$ cat config.mk
export PLATFORM = sky130hd
export DESIGN_NAME = indexed_array_insert_remove
export DESIGN_NICKNAME = d
export VERILOG_FILES = /design/src/hdl/iair_pkg.sv /design/src/hdl/indexed_array_insert_remove.sv
export SDC_FILE = /design/constraint.sdc
export NUM_CORES = 2
export LEC_CHECK = 0
export BUFFER_PORTS_ARGS = -buffer_cell sky130_fd_sc_hd__buf_2
export CAP_MARGIN = 25
export CORE_MARGIN = 4
export CORE_UTILIZATION = 60
export DETAILED_ROUTE_END_ITERATION = 10
export GPL_TIMING_DRIVEN = 0
export PLACE_DENSITY = 0.76
export SLEW_MARGIN = 40
export SYNTH_ARGS = -nofsm -noshare
export SYNTH_HDL_FRONTEND = slang
export SYNTH_SLANG_ARGS = --single-unit
$ cat constraint.sdc
create_clock -name clk -period 7.45 [get_ports clk]
set_clock_uncertainty 0.15 [all_clocks]
set_input_delay 1.1175 -clock clk [delete_from_list [all_inputs] [get_ports clk]]
set_output_delay 1.1175 -clock clk [all_outputs]
set_load 0.05 [all_outputs]
$ cat src/hdl/iair_pkg.sv
// Package: sizes, command and status codes, request and result types for the array block.
`default_nettype none
package iair_pkg;

	localparam int CAPACITY = 64;
	localparam int ADDR_W = $clog2(CAPACITY);
	localparam int LEN_W = $clog2(CAPACITY + 1);

	localparam logic [2:0] CMD_READ = 3'd0;
	localparam logic [2:0] CMD_WRITE = 3'd1;
	localparam logic [2:0] CMD_INSERT = 3'd2;
	localparam logic [2:0] CMD_REMOVE = 3'd3;
	localparam logic [2:0] CMD_RESIZE = 3'd4;
	localparam logic [2:0] CMD_CLEAR = 3'd5;
	localparam logic [2:0] CMD_REALLOC = 3'd6;

	localparam logic [1:0] ST_OK = 2'd0;
	localparam logic [1:0] ST_RANGE = 2'd1;
	localparam logic [1:0] ST_FULL = 2'd2;

	typedef struct packed {
		logic [2:0] cmd;
		logic [6:0] position;
		logic signed [31:0] value;
	} req_t;

	typedef struct packed {
		logic signed [31:0] read_value;
		logic [6:0] length;
		logic [1:0] status;
	} rsp_t;

	typedef enum logic [2:0] {
		S_IDLE,
		S_RD,
		S_UP,
		S_INS,
		S_DN,
		S_FIN
	} state_t;

endpackage
`default_nettype wire

$ cat src/hdl/indexed_array_insert_remove.sv
// Top level: ordered array of signed words with insert, remove, resize over a 1R1W store.
`default_nettype none
// Holds up to CAPACITY signed 32-bit words in a memory with one read and one write port and one
// valid flop per entry (invalid entries read as zero, so clear and reallocate need no clearing
// pass). One request is worked at a time; req_ready is high only while idle. Rejected requests,
// write, resize, clear, reallocate, append and the unused code go to the finish state and then
// to the result register; read passes a read state first. Insert before position p below length
// n shifts the elements from p up in an up state, then writes the new word in an insert state;
// remove at p below n - 1 shifts the elements above p down in a down state. The store moves one
// element per cycle through its one read port and one write port. A finished result waits in
// an output register without blocking the next request; the next result then waits for it.
module indexed_array_insert_remove (
	input  wire              clk,
	input  wire              arst_n,
	input  wire              req_valid,
	output logic             req_ready,
	input  wire iair_pkg::req_t req,
	output logic             rsp_valid,
	input  wire              rsp_ready,
	output iair_pkg::rsp_t   rsp
);
	import iair_pkg::*;

	state_t state_q, state_d;

	logic [31:0] mem [CAPACITY];
	logic [CAPACITY-1:0] vld_q, vld_d;
	logic [LEN_W-1:0] len_q, len_d;
	logic [ADDR_W-1:0] wa_q, wa_d;
	logic [ADDR_W-1:0] pos_a_q, pos_a_d;
	logic signed [31:0] val_q, val_d;
	logic signed [31:0] res_val_q, res_val_d;
	logic [1:0] res_st_q, res_st_d;
	logic [31:0] rd_data_q;
	logic rd_vld_q;
	logic rsp_valid_q;
	rsp_t rsp_q;

	logic mem_we, mem_re;
	logic [ADDR_W-1:0] mem_wa, mem_ra;
	logic [31:0] mem_wd;
	logic [31:0] eff;

	logic req_fire, pos_lt_len, pos_le_len, arr_full, pos_gt_cap;
	logic go_rd, go_up, go_dn, up_last, dn_last, fin_go;
	logic [ADDR_W-1:0] pos_a;
	logic [LEN_W-1:0] lm1;

	assign req_ready = (state_q == S_IDLE);
	assign req_fire = req_valid && req_ready;
	assign pos_a = req.position[ADDR_W-1:0];
	assign pos_lt_len = req.position < len_q;
	assign pos_le_len = req.position <= len_q;
	assign arr_full = len_q == LEN_W'(CAPACITY);
	assign pos_gt_cap = req.position > LEN_W'(CAPACITY);
	assign lm1 = len_q - LEN_W'(1);
	assign eff = rd_vld_q ? rd_data_q : '0;

	assign go_rd = (req.cmd == CMD_READ) && pos_lt_len;
	assign go_up = (req.cmd == CMD_INSERT) && pos_lt_len && !arr_full;
	assign go_dn = (req.cmd == CMD_REMOVE) && pos_lt_len && (req.position != lm1);
	assign up_last = wa_q == ADDR_W'(pos_a_q + 1'b1);
	assign dn_last = (LEN_W'(wa_q) + LEN_W'(2)) == len_q;
	assign fin_go = !rsp_valid_q || rsp_ready;

	always_comb begin
		state_d = state_q;
		unique case (state_q)
			S_IDLE: begin
				if (req_fire) begin
					if (go_rd)
						state_d = S_RD;
					else if (go_up)
						state_d = S_UP;
					else if (go_dn)
						state_d = S_DN;
					else
						state_d = S_FIN;
				end
			end
			S_RD: state_d = S_FIN;
			S_UP: begin
				if (up_last)
					state_d = S_INS;
			end
			S_INS: state_d = S_FIN;
			S_DN: begin
				if (dn_last)
					state_d = S_FIN;
			end
			S_FIN: begin
				if (fin_go)
					state_d = S_IDLE;
			end
			default: state_d = S_IDLE;
		endcase
	end

	always_comb begin
		mem_we = 1'b0;
		mem_wa = wa_q;
		mem_wd = eff;
		mem_re = 1'b0;
		mem_ra = wa_q;
		vld_d = vld_q;
		len_d = len_q;
		wa_d = wa_q;
		pos_a_d = pos_a_q;
		val_d = val_q;
		res_val_d = res_val_q;
		res_st_d = res_st_q;
		unique case (state_q)
			S_IDLE: begin
				if (req_fire) begin
					res_val_d = '0;
					res_st_d = ST_OK;
					pos_a_d = pos_a;
					val_d = req.value;
					case (req.cmd)
						CMD_READ: begin
							if (pos_lt_len) begin
								mem_re = 1'b1;
								mem_ra = pos_a;
							end else begin
								res_st_d = ST_RANGE;
							end
						end
						CMD_WRITE: begin
							if (pos_lt_len) begin
								mem_we = 1'b1;
								mem_wa = pos_a;
								mem_wd = req.value;
								vld_d[pos_a] = 1'b1;
							end else begin
								res_st_d = ST_RANGE;
							end
						end
						CMD_INSERT: begin
							if (!pos_le_len) begin
								res_st_d = ST_RANGE;
							end else if (arr_full) begin
								res_st_d = ST_FULL;
							end else if (!pos_lt_len) begin
								// append
								mem_we = 1'b1;
								mem_wa = pos_a;
								mem_wd = req.value;
								vld_d[pos_a] = 1'b1;
								len_d = len_q + LEN_W'(1);
							end else begin
								mem_re = 1'b1;
								mem_ra = lm1[ADDR_W-1:0];
								wa_d = len_q[ADDR_W-1:0];
							end
						end
						CMD_REMOVE: begin
							if (!pos_lt_len) begin
								res_st_d = ST_RANGE;
							end else if (go_dn) begin
								mem_re = 1'b1;
								mem_ra = ADDR_W'(pos_a + 1'b1);
								wa_d = pos_a;
							end else begin
								vld_d[pos_a] = 1'b0;
								len_d = lm1;
							end
						end
						CMD_RESIZE: begin
							if (pos_gt_cap) begin
								res_st_d = ST_FULL;
							end else begin
								for (int i = 0; i < CAPACITY; i++) begin
									if (LEN_W'(i) >= req.position)
										vld_d[i] = 1'b0;
								end
								len_d = req.position;
							end
						end
						CMD_CLEAR: begin
							vld_d = '0;
							len_d = '0;
						end
						CMD_REALLOC: begin
							if (pos_gt_cap) begin
								res_st_d = ST_FULL;
							end else begin
								vld_d = '0;
								len_d = req.position;
							end
						end
						default: ;
					endcase
				end
			end
			S_RD: res_val_d = eff;
			S_UP: begin
				mem_we = 1'b1;
				vld_d[wa_q] = 1'b1;
				if (!up_last) begin
					mem_re = 1'b1;
					mem_ra = wa_q - ADDR_W'(2);
					wa_d = wa_q - ADDR_W'(1);
				end
			end
			S_INS: begin
				mem_we = 1'b1;
				mem_wa = pos_a_q;
				mem_wd = val_q;
				vld_d[pos_a_q] = 1'b1;
				len_d = len_q + LEN_W'(1);
			end
			S_DN: begin
				mem_we = 1'b1;
				vld_d[wa_q] = 1'b1;
				if (dn_last) begin
					vld_d[lm1[ADDR_W-1:0]] = 1'b0;
					len_d = lm1;
				end else begin
					mem_re = 1'b1;
					mem_ra = wa_q + ADDR_W'(2);
					wa_d = wa_q + ADDR_W'(1);
				end
			end
			S_FIN: ;
			default: ;
		endcase
	end

	always_ff @(posedge clk) begin
		if (mem_we)
			mem[mem_wa] <= mem_wd;
		if (mem_re) begin
			rd_data_q <= mem[mem_ra];
			rd_vld_q <= vld_q[mem_ra];
		end
	end

	always_ff @(posedge clk) begin
		wa_q <= wa_d;
		pos_a_q <= pos_a_d;
		val_q <= val_d;
		res_val_q <= res_val_d;
		res_st_q <= res_st_d;
		if (state_q == S_FIN && fin_go) begin
			rsp_q.read_value <= res_val_q;
			rsp_q.length <= len_q;
			rsp_q.status <= res_st_q;
		end
	end

	always_ff @(posedge clk or negedge arst_n) begin
		if (!arst_n) begin
			state_q <= S_IDLE;
			vld_q <= '0;
			len_q <= '0;
			rsp_valid_q <= 1'b0;
		end else begin
			state_q <= state_d;
			vld_q <= vld_d;
			len_q <= len_d;
			if (state_q == S_FIN && fin_go)
				rsp_valid_q <= 1'b1;
			else if (rsp_ready)
				rsp_valid_q <= 1'b0;
		end
	end

	assign rsp_valid = rsp_valid_q;
	assign rsp = rsp_q;

`ifndef NO_ASSERTIONS
	a_len_cap: assert property (@(posedge clk) disable iff (!arst_n)
		len_q <= LEN_W'(CAPACITY))
		else $error("length above capacity");

	a_tail_clear: assert property (@(posedge clk) disable iff (!arst_n)
		(state_q == S_IDLE) |-> ((vld_q >> len_q) == '0))
		else $error("entry at or above length still valid");

	a_busy_after_req: assert property (@(posedge clk) disable iff (!arst_n)
		req_fire |=> !req_ready)
		else $error("ready right after accepted request");

	a_rsp_from_fin: assert property (@(posedge clk) disable iff (!arst_n)
		$rose(rsp_valid) |-> $past(state_q == S_FIN))
		else $error("result raised outside finish state");
`endif

endmodule
`default_nettype wire

Word level (Yosys, flattened, before mapping)
Memory sizes are Yosys's and may differ from the RTL's. A register that Yosys moved wholly into a read port is not among the register bits.
Cells that the tools add are included.
{"block": "word_totals", "n_memories": 1, "ff_bits": 195, "mem_bits_ro": 0, "mem_bits_rw": 2048, "in_bits": 46, "elab_cells": 528, "latch_bits": 0, "output_inout_bits": 43}
{"block": "classes", "eq_ne": 99, "n_bitwise": 7, "n_lt_le_gt_ge": 76, "add_sub_neg": 9, "muxes": 166, "div": 0, "shift": 0, "n_mul": 0, "n_reduce_logical": 94}
{"memory": "mem", "words": 64, "width": 32, "rd": 1, "rd_ports_with_merged_regs": 1, "wr": 1, "line": "indexed_array_insert_remove.sv:26", "source": "logic [31:0] mem [CAPACITY];"}
{"op": "12-bit AND reduction", "n": 64}
{"op": "64-bit 2-to-1 mux", "n": 10}
{"op": "64-bit case mux with 6 select lines", "n": 1}
{"op": "64-bit case mux with 4 select lines", "n": 1}
{"op": "3-bit inequality test (second input constant)", "n": 75}
{"op": "6-bit by 7-bit greater-or-equal comparator with 1-bit output (first input constant)", "n": 32}
{"op": "32-bit 2-to-1 mux", "n": 7}
{"op": "64-bit bitwise OR", "n": 3}
{"op": "32-bit case mux with 2 select lines", "n": 3}
{"op": "64-bit AND", "n": 2}
{"op": "64-bit NOT", "n": 2}
{"op": "6-bit 2-to-1 mux", "n": 21}
{"op": "5-bit by 7-bit greater-or-equal comparator with 1-bit output (first input constant)", "n": 16}
{"op": "1-bit 2-to-1 mux", "n": 87}
{"op": "4-bit by 7-bit greater-or-equal comparator with 1-bit output (first input constant)", "n": 8}
{"op": "7-bit 2-to-1 mux", "n": 8}
{"op": "6-bit case mux with 3 select lines", "n": 3}
{"op": "6-bit case mux with 2 select lines", "n": 3}
{"op": "6-bit by 7-bit < comparator with 1-bit output (second input constant)", "n": 5}
{"op": "3-bit by 7-bit greater-or-equal comparator with 1-bit output (first input constant)", "n": 4}
{"op": "7-bit case mux with 4 select lines", "n": 1}
{"op": "1-bit demux with 6-bit select", "n": 4}
{"op": "6-bit by 1-bit greater-or-equal comparator with 1-bit output (second input constant)", "n": 4}
{"op": "7-bit case mux with 3 select lines", "n": 1}
{"op": "43 further kinds", "n": 86}

Logic depth before layout (Yosys ltp)
{"block": "logic_depth", "ltp_word": 11, "mapped_depth": 19, "mapped_depth_nobuf": 13}

Least setup slack after synthesis
No wires, ideal clock.
{"block": "synth_timing", "path_type": "input to register", "startpoint": "input req[32] (netlist bit)", "endpoint": "memory mem[0][24], data pin", "slack_ns": 1.167, "required_time_ns": 6.598, "path_stages": 10, "path_buffers": 2, "arrival_time_ns": 5.432, "setup_ns": 0.702, "cell_sequence": "clkbuf_1 > clkinv_1 > ha_1 > nand3b_1 > a21o_1 > nand2_1 > clkbuf_1 > o22a_1 > o21ai_0 > o21ai_0"}
{"block": "synth_via", "elab_chain_len": 7, "elab_cells_between_ends": 9, "cone_classes": "order compare: 2; mux: 7"}
{"item": "start, declared", "line": "indexed_array_insert_remove.sv:17", "source": "input wire iair_pkg::req_t req,"}
{"item": "7-bit < comparator", "line": "indexed_array_insert_remove.sv:52", "source": "assign pos_lt_len = req.position < len_q;"}
{"item": "32-bit 2-to-1 mux", "line": "indexed_array_insert_remove.sv:143", "source": "end else if (!pos_lt_len) begin"}
{"item": "32-bit 2-to-1 mux", "line": "indexed_array_insert_remove.sv:141", "source": "end else if (arr_full) begin"}
{"item": "32-bit 2-to-1 mux", "line": "indexed_array_insert_remove.sv:139", "source": "if (!pos_le_len) begin"}
{"item": "32-bit case mux with 2 select lines (*)", "line": "indexed_array_insert_remove.sv:119", "source": "case (req.cmd)"}
{"item": "32-bit 2-to-1 mux (*)", "line": "indexed_array_insert_remove.sv:114", "source": "if (req_fire) begin"}
{"item": "32-bit case mux with 2 select lines (*)", "line": "indexed_array_insert_remove.sv:112", "source": "unique case (state_q)"}
{"item": "net mem_wd[24]", "line": "indexed_array_insert_remove.sv:41", "source": "logic [31:0] mem_wd;"}
{"item": "end, declared", "line": "indexed_array_insert_remove.sv:26"}
The timed path passes the listed nets; every way through them passes the cells marked *.

Final worst setup path
{"block": "layout_timing", "startpoint": "input req[32] (netlist bit)", "endpoint": "register rd_data_q[8], read port of mem, data pin"}
{"block": "layout_via", "elab_chain_len": 8, "elab_cells_between_ends": 23, "cone_classes": "add/sub: 1; order compare: 2; eq/ne: 1; mux: 17; reduce/logical: 2"}
{"item": "7-bit < comparator", "line": "indexed_array_insert_remove.sv:52"}
{"item": "1-bit logical AND (2 in a row)", "line": "indexed_array_insert_remove.sv:61", "source": "assign go_dn = (req.cmd == CMD_REMOVE) && pos_lt_len && (req.position != lm1);"}
{"item": "6-bit 2-to-1 mux / 1-bit 2-to-1 mux (equally long branches)", "line": "indexed_array_insert_remove.sv:159", "source": "end else if (go_dn) begin"}
{"item": "6-bit 2-to-1 mux / 1-bit 2-to-1 mux (equally long branches)", "line": "indexed_array_insert_remove.sv:157", "source": "if (!pos_lt_len) begin"}
{"item": "6-bit case mux with 3 select lines / 1-bit case mux with 3 select lines (equally long branches)", "line": "indexed_array_insert_remove.sv:119"}
{"item": "6-bit 2-to-1 mux / 1-bit 2-to-1 mux (equally long branches)", "line": "indexed_array_insert_remove.sv:114"}
{"item": "6-bit case mux with 3 select lines / 1-bit case mux with 3 select lines (equally long branches)", "line": "indexed_array_insert_remove.sv:112"}
{"item": "end, declared", "line": "indexed_array_insert_remove.sv:34", "source": "logic [31:0] rd_data_q;"}
Several ways; a longest one is shown, not always the timed one.
A chain may end at the register's enable or synchronous reset.

==> impl_metrics.yaml <==
place:
  gp_congestion: 1.01
  portBuffers: 88
  hpwlAfterDp_mm: 230
setup_path:
  critPathCapture: "rd_data_q[8]"
  cp-end-kind: "register"
  cp_max_fo: 10
  start_kind: "input port"
  reg2reg_slack_ps: -240
  critPathLaunch: "req[32]"
  rr_endpoint: "rd_data_q[27]"
  worstReg2RegStart: "len_q[1]"
  critical_path_class: "input port to register"
  rr_worst_depth: 14
  crit_required_ps: 7680
  crit_arrival_ps: 7950
yosys:
  synth_compound_area_share_pct: 9.23
  synth_top_family_by_area: "multiplexers"
  synthArstFlopShare_pct: 3.30
  synth_top_area_share_pct: 68.9
  syn_nets: 6300
  mappedNetlistArea_mm2: 0.0959
  yosysMostFrequentCell: "edfxtp_1"
  synth_edf_count: 2200
  yosysTopAreaCell: "edfxtp_1"
  muxShareOfSynthArea_pct: 9.96
  yosys-top-cells-count: "edfxtp_1, nand2_1, mux2i_1"
  synthFlopType: "edfxtp_1"
  synthCells: 6229
  synthAdderAreaFrac_pct: 0.334
  synth_xor_area_share_pct: 0.370
  synth.area.top_cells: "edfxtp_1, mux4_2, mux2i_1"
  ys_warn_count: 0
  yosys.area_share.simple_pct: 6.90
  ys_ff_latch: 2275
  yosysSeqAreaShare_pct: 70.8
  synth_cell_types: 89
  avgSynthCellArea_um2: 15.4
power_and_ir_drop:
  cellLeakagePower_nw: 37.3
  internal_power_w: 0.0314
  p_per_area_mw_per_mm2: 507
  pwr-share-comb_pct: 48.9
  switching_share_pct: 44.4
  seqPwrFrac_pct: 31.8
  irDropWorstVdd_uv: 496
  finalPower_w: 0.0565
  p_clk_share_pct: 19.3
  p_sw_w: 0.0251
global_route:
  grt_max_degree: 51
  grt_pass1_wl_mm: 460
  gr-usage-all-layers_pct: 38.8
  grt_overflow: 0
  grt_pass1_vias: 62386
  antenna_found_initial: 18
die:
  die_x_um: 408
  dieHeight_um: 408
  dieArea_mm2: 0.166
  initial_core_util_pct: 60.5
  coreArea_mm2: 0.159
  num_rows: 146
  boundaryPins: 89
timing:
  setup_slack_ps: -278
  max_slew_margin_pct: 33.5
  max_slew.worst_pin.slew_ps: 997
  period_minus_slack_ps: 7730
  fmax_ghz: 0.129
  rsz0062_at_grt: "false"
  drv_slew: 0
  setup_viol: 10
  fin_tns_setup_ps: -743
  finalHoldViolCount: 0
  fin_crit_sh_pct: 104
clock_tree:
  root_buffer: "clkbuf_16"
  post_cts_buffers: 0
  cts_tree: "done"
  path_clk_slew_ps: 70
  ctsLongestPathBuffers: 3
  clock_sinks: 2275
  numCtsBuffers: 215
  clk_latency_ps: 860
  ctsHtreeMaxLevel: 4
outcome:
  status: "complete, but fails checks"
  violations: "setup timing"
detailed_routing:
  vias: 64991
  wl_per_cell_um: 36.1
  wl_mm: 327
  drtIter0Drc: 11373
  drcViolationCount: 0
  postRouteAntennaNets: 0
  dr.pass1.iters: 10
  vias_per_cell: 7.19
finish:
  syn_to_final_growth_pct: 16.3
  drive_above_1_share_pct: 19.2
  fin_nets: 6842
hold_path:
  holdCritPathClass: "register to register"
  hold-path-cell-count: 0
run:
  drv_cap: 0
[metal layers]
metal	vias up	routed length (um)	track usage (%)
met5	-	43	0.115
met1	32383	113000	51.0
met3	1108	43900	10.9
met4	8	23000	22.1
met2	5516	147000	58.7
li1	25976	-	-
[worst max-delay path: stages]
cell and delay, ps:
buf_2 150, clkbuf_1 360, clkinv_1 510, ha_1 370, nand3b_1 180, a21o_1 250, nand2_1 110, clkbuf_1 440
o22ai_1 130, o21ai_0 480, o41ai_4 290, nor2_2 560, nor2_1 160, clkbuf_2 410, clkbuf_1 360, a221o_1 520
a32oi_1 780, nand4_1 740
[flip-flops by register name, indices dropped and copies added, names as in the netlist]
name,cells
mem,2048
vld_q,64
rsp,41
rd_data_q,32
res_val_q,32
val_q,32
len_q,7
pos_a_q,6
wa_q,6
state_q,3
res_st_q,2
rd_vld_q,1
rsp_valid,1
[per-stage QoR]
stage	setup slack, ps	cells	hold slack, ps	cell area, um2	util [%]
after floorplan	1170	6229	250	95900	-
after global placement	-3980	8389	253	99000	62.4
after detailed placement	-719	8624	255	104000	65.9
after CTS	38.8	9029	261	111000	70.2
after global routing	27.2	9030	274	112000	70.3
final	-278	9042	270	112000	70.3
[placed cells by master, fill, tap and decap left out, types with 50 or more instances in the layout]
cell,n
a221oi_1,138
nand3_1,125
nor2_1,284
nand2_1,632
o21ai_0,127
edfxtp_1,2200
clkbuf_16,218
buf_8,152
mux4_2,195
dfrtp_1,75
clkbuf_1,311
buf_2,175
a32oi_1,50
nor2_4,64
a211oi_1,75
and3_1,151
a21oi_1,239
a221o_1,65
buf_16,63
a311oi_1,60
mux2i_1,363
a31oi_1,120
mux2_2,136
[final cells by class]
class,count,area (um2)
antenna,12,30.0
buffer,455,2210
clock buffer,267,5640
clock inverter,137,1250
fill,9705,47000
inverter,36,135
multi-input combinational,3463,27200
sequential,2275,67900
tap,2072,2590
timing repair buffer,325,4580
[what timing repair did]
action | 4_1_cts | 5_1_grt
pin swaps | 0 | 5
hold endpoints to repair | 25 | 0
endpoints found under the setup margin | 2 | 29
gates resized for setup | 3 | 17
hold buffers | 1 | 0
[power groups by stage]
stage / Clock [W] / Sequential, W / Combinational (W)
CTS: 0.0109 / 0.0179 / 0.0261
global route: 0.0114 / 0.0180 / 0.0279
floorplan: 0 / 0.0188 / 0.0126
detailed placement: 0 / 0.0182 / 0.0258
global placement: 0 / 0.0192 / 0.0230
finish: 0.0109 / 0.0180 / 0.0276
[kinds of logic after synthesis]
| group | count (synthesis) |
|---|---|
| AOI/OAI and AO/OA | 1226 |
| xor gates and xnor gates | 38 |
| adders and majority gates | 25 |
| buffers and inverters | 491 |
| DFF | 2275 |
| muxes | 694 |
| and+or+nand+nor | 1480 |
[worst min-delay path by stage]
stage | to | slack (ps) | start
floorplan | rsp[0] | 250 | res_st_q[0]
global placement | rsp[16] | 250 | res_val_q[7]
detailed placement | rsp[12] | 250 | res_val_q[3]
CTS | val_q[8] | 260 | req[8]
global route | rsp[14] | 270 | res_val_q[5]
finish | rsp[12] | 270 | res_val_q[3]
(Power assumes the default switching activity.)
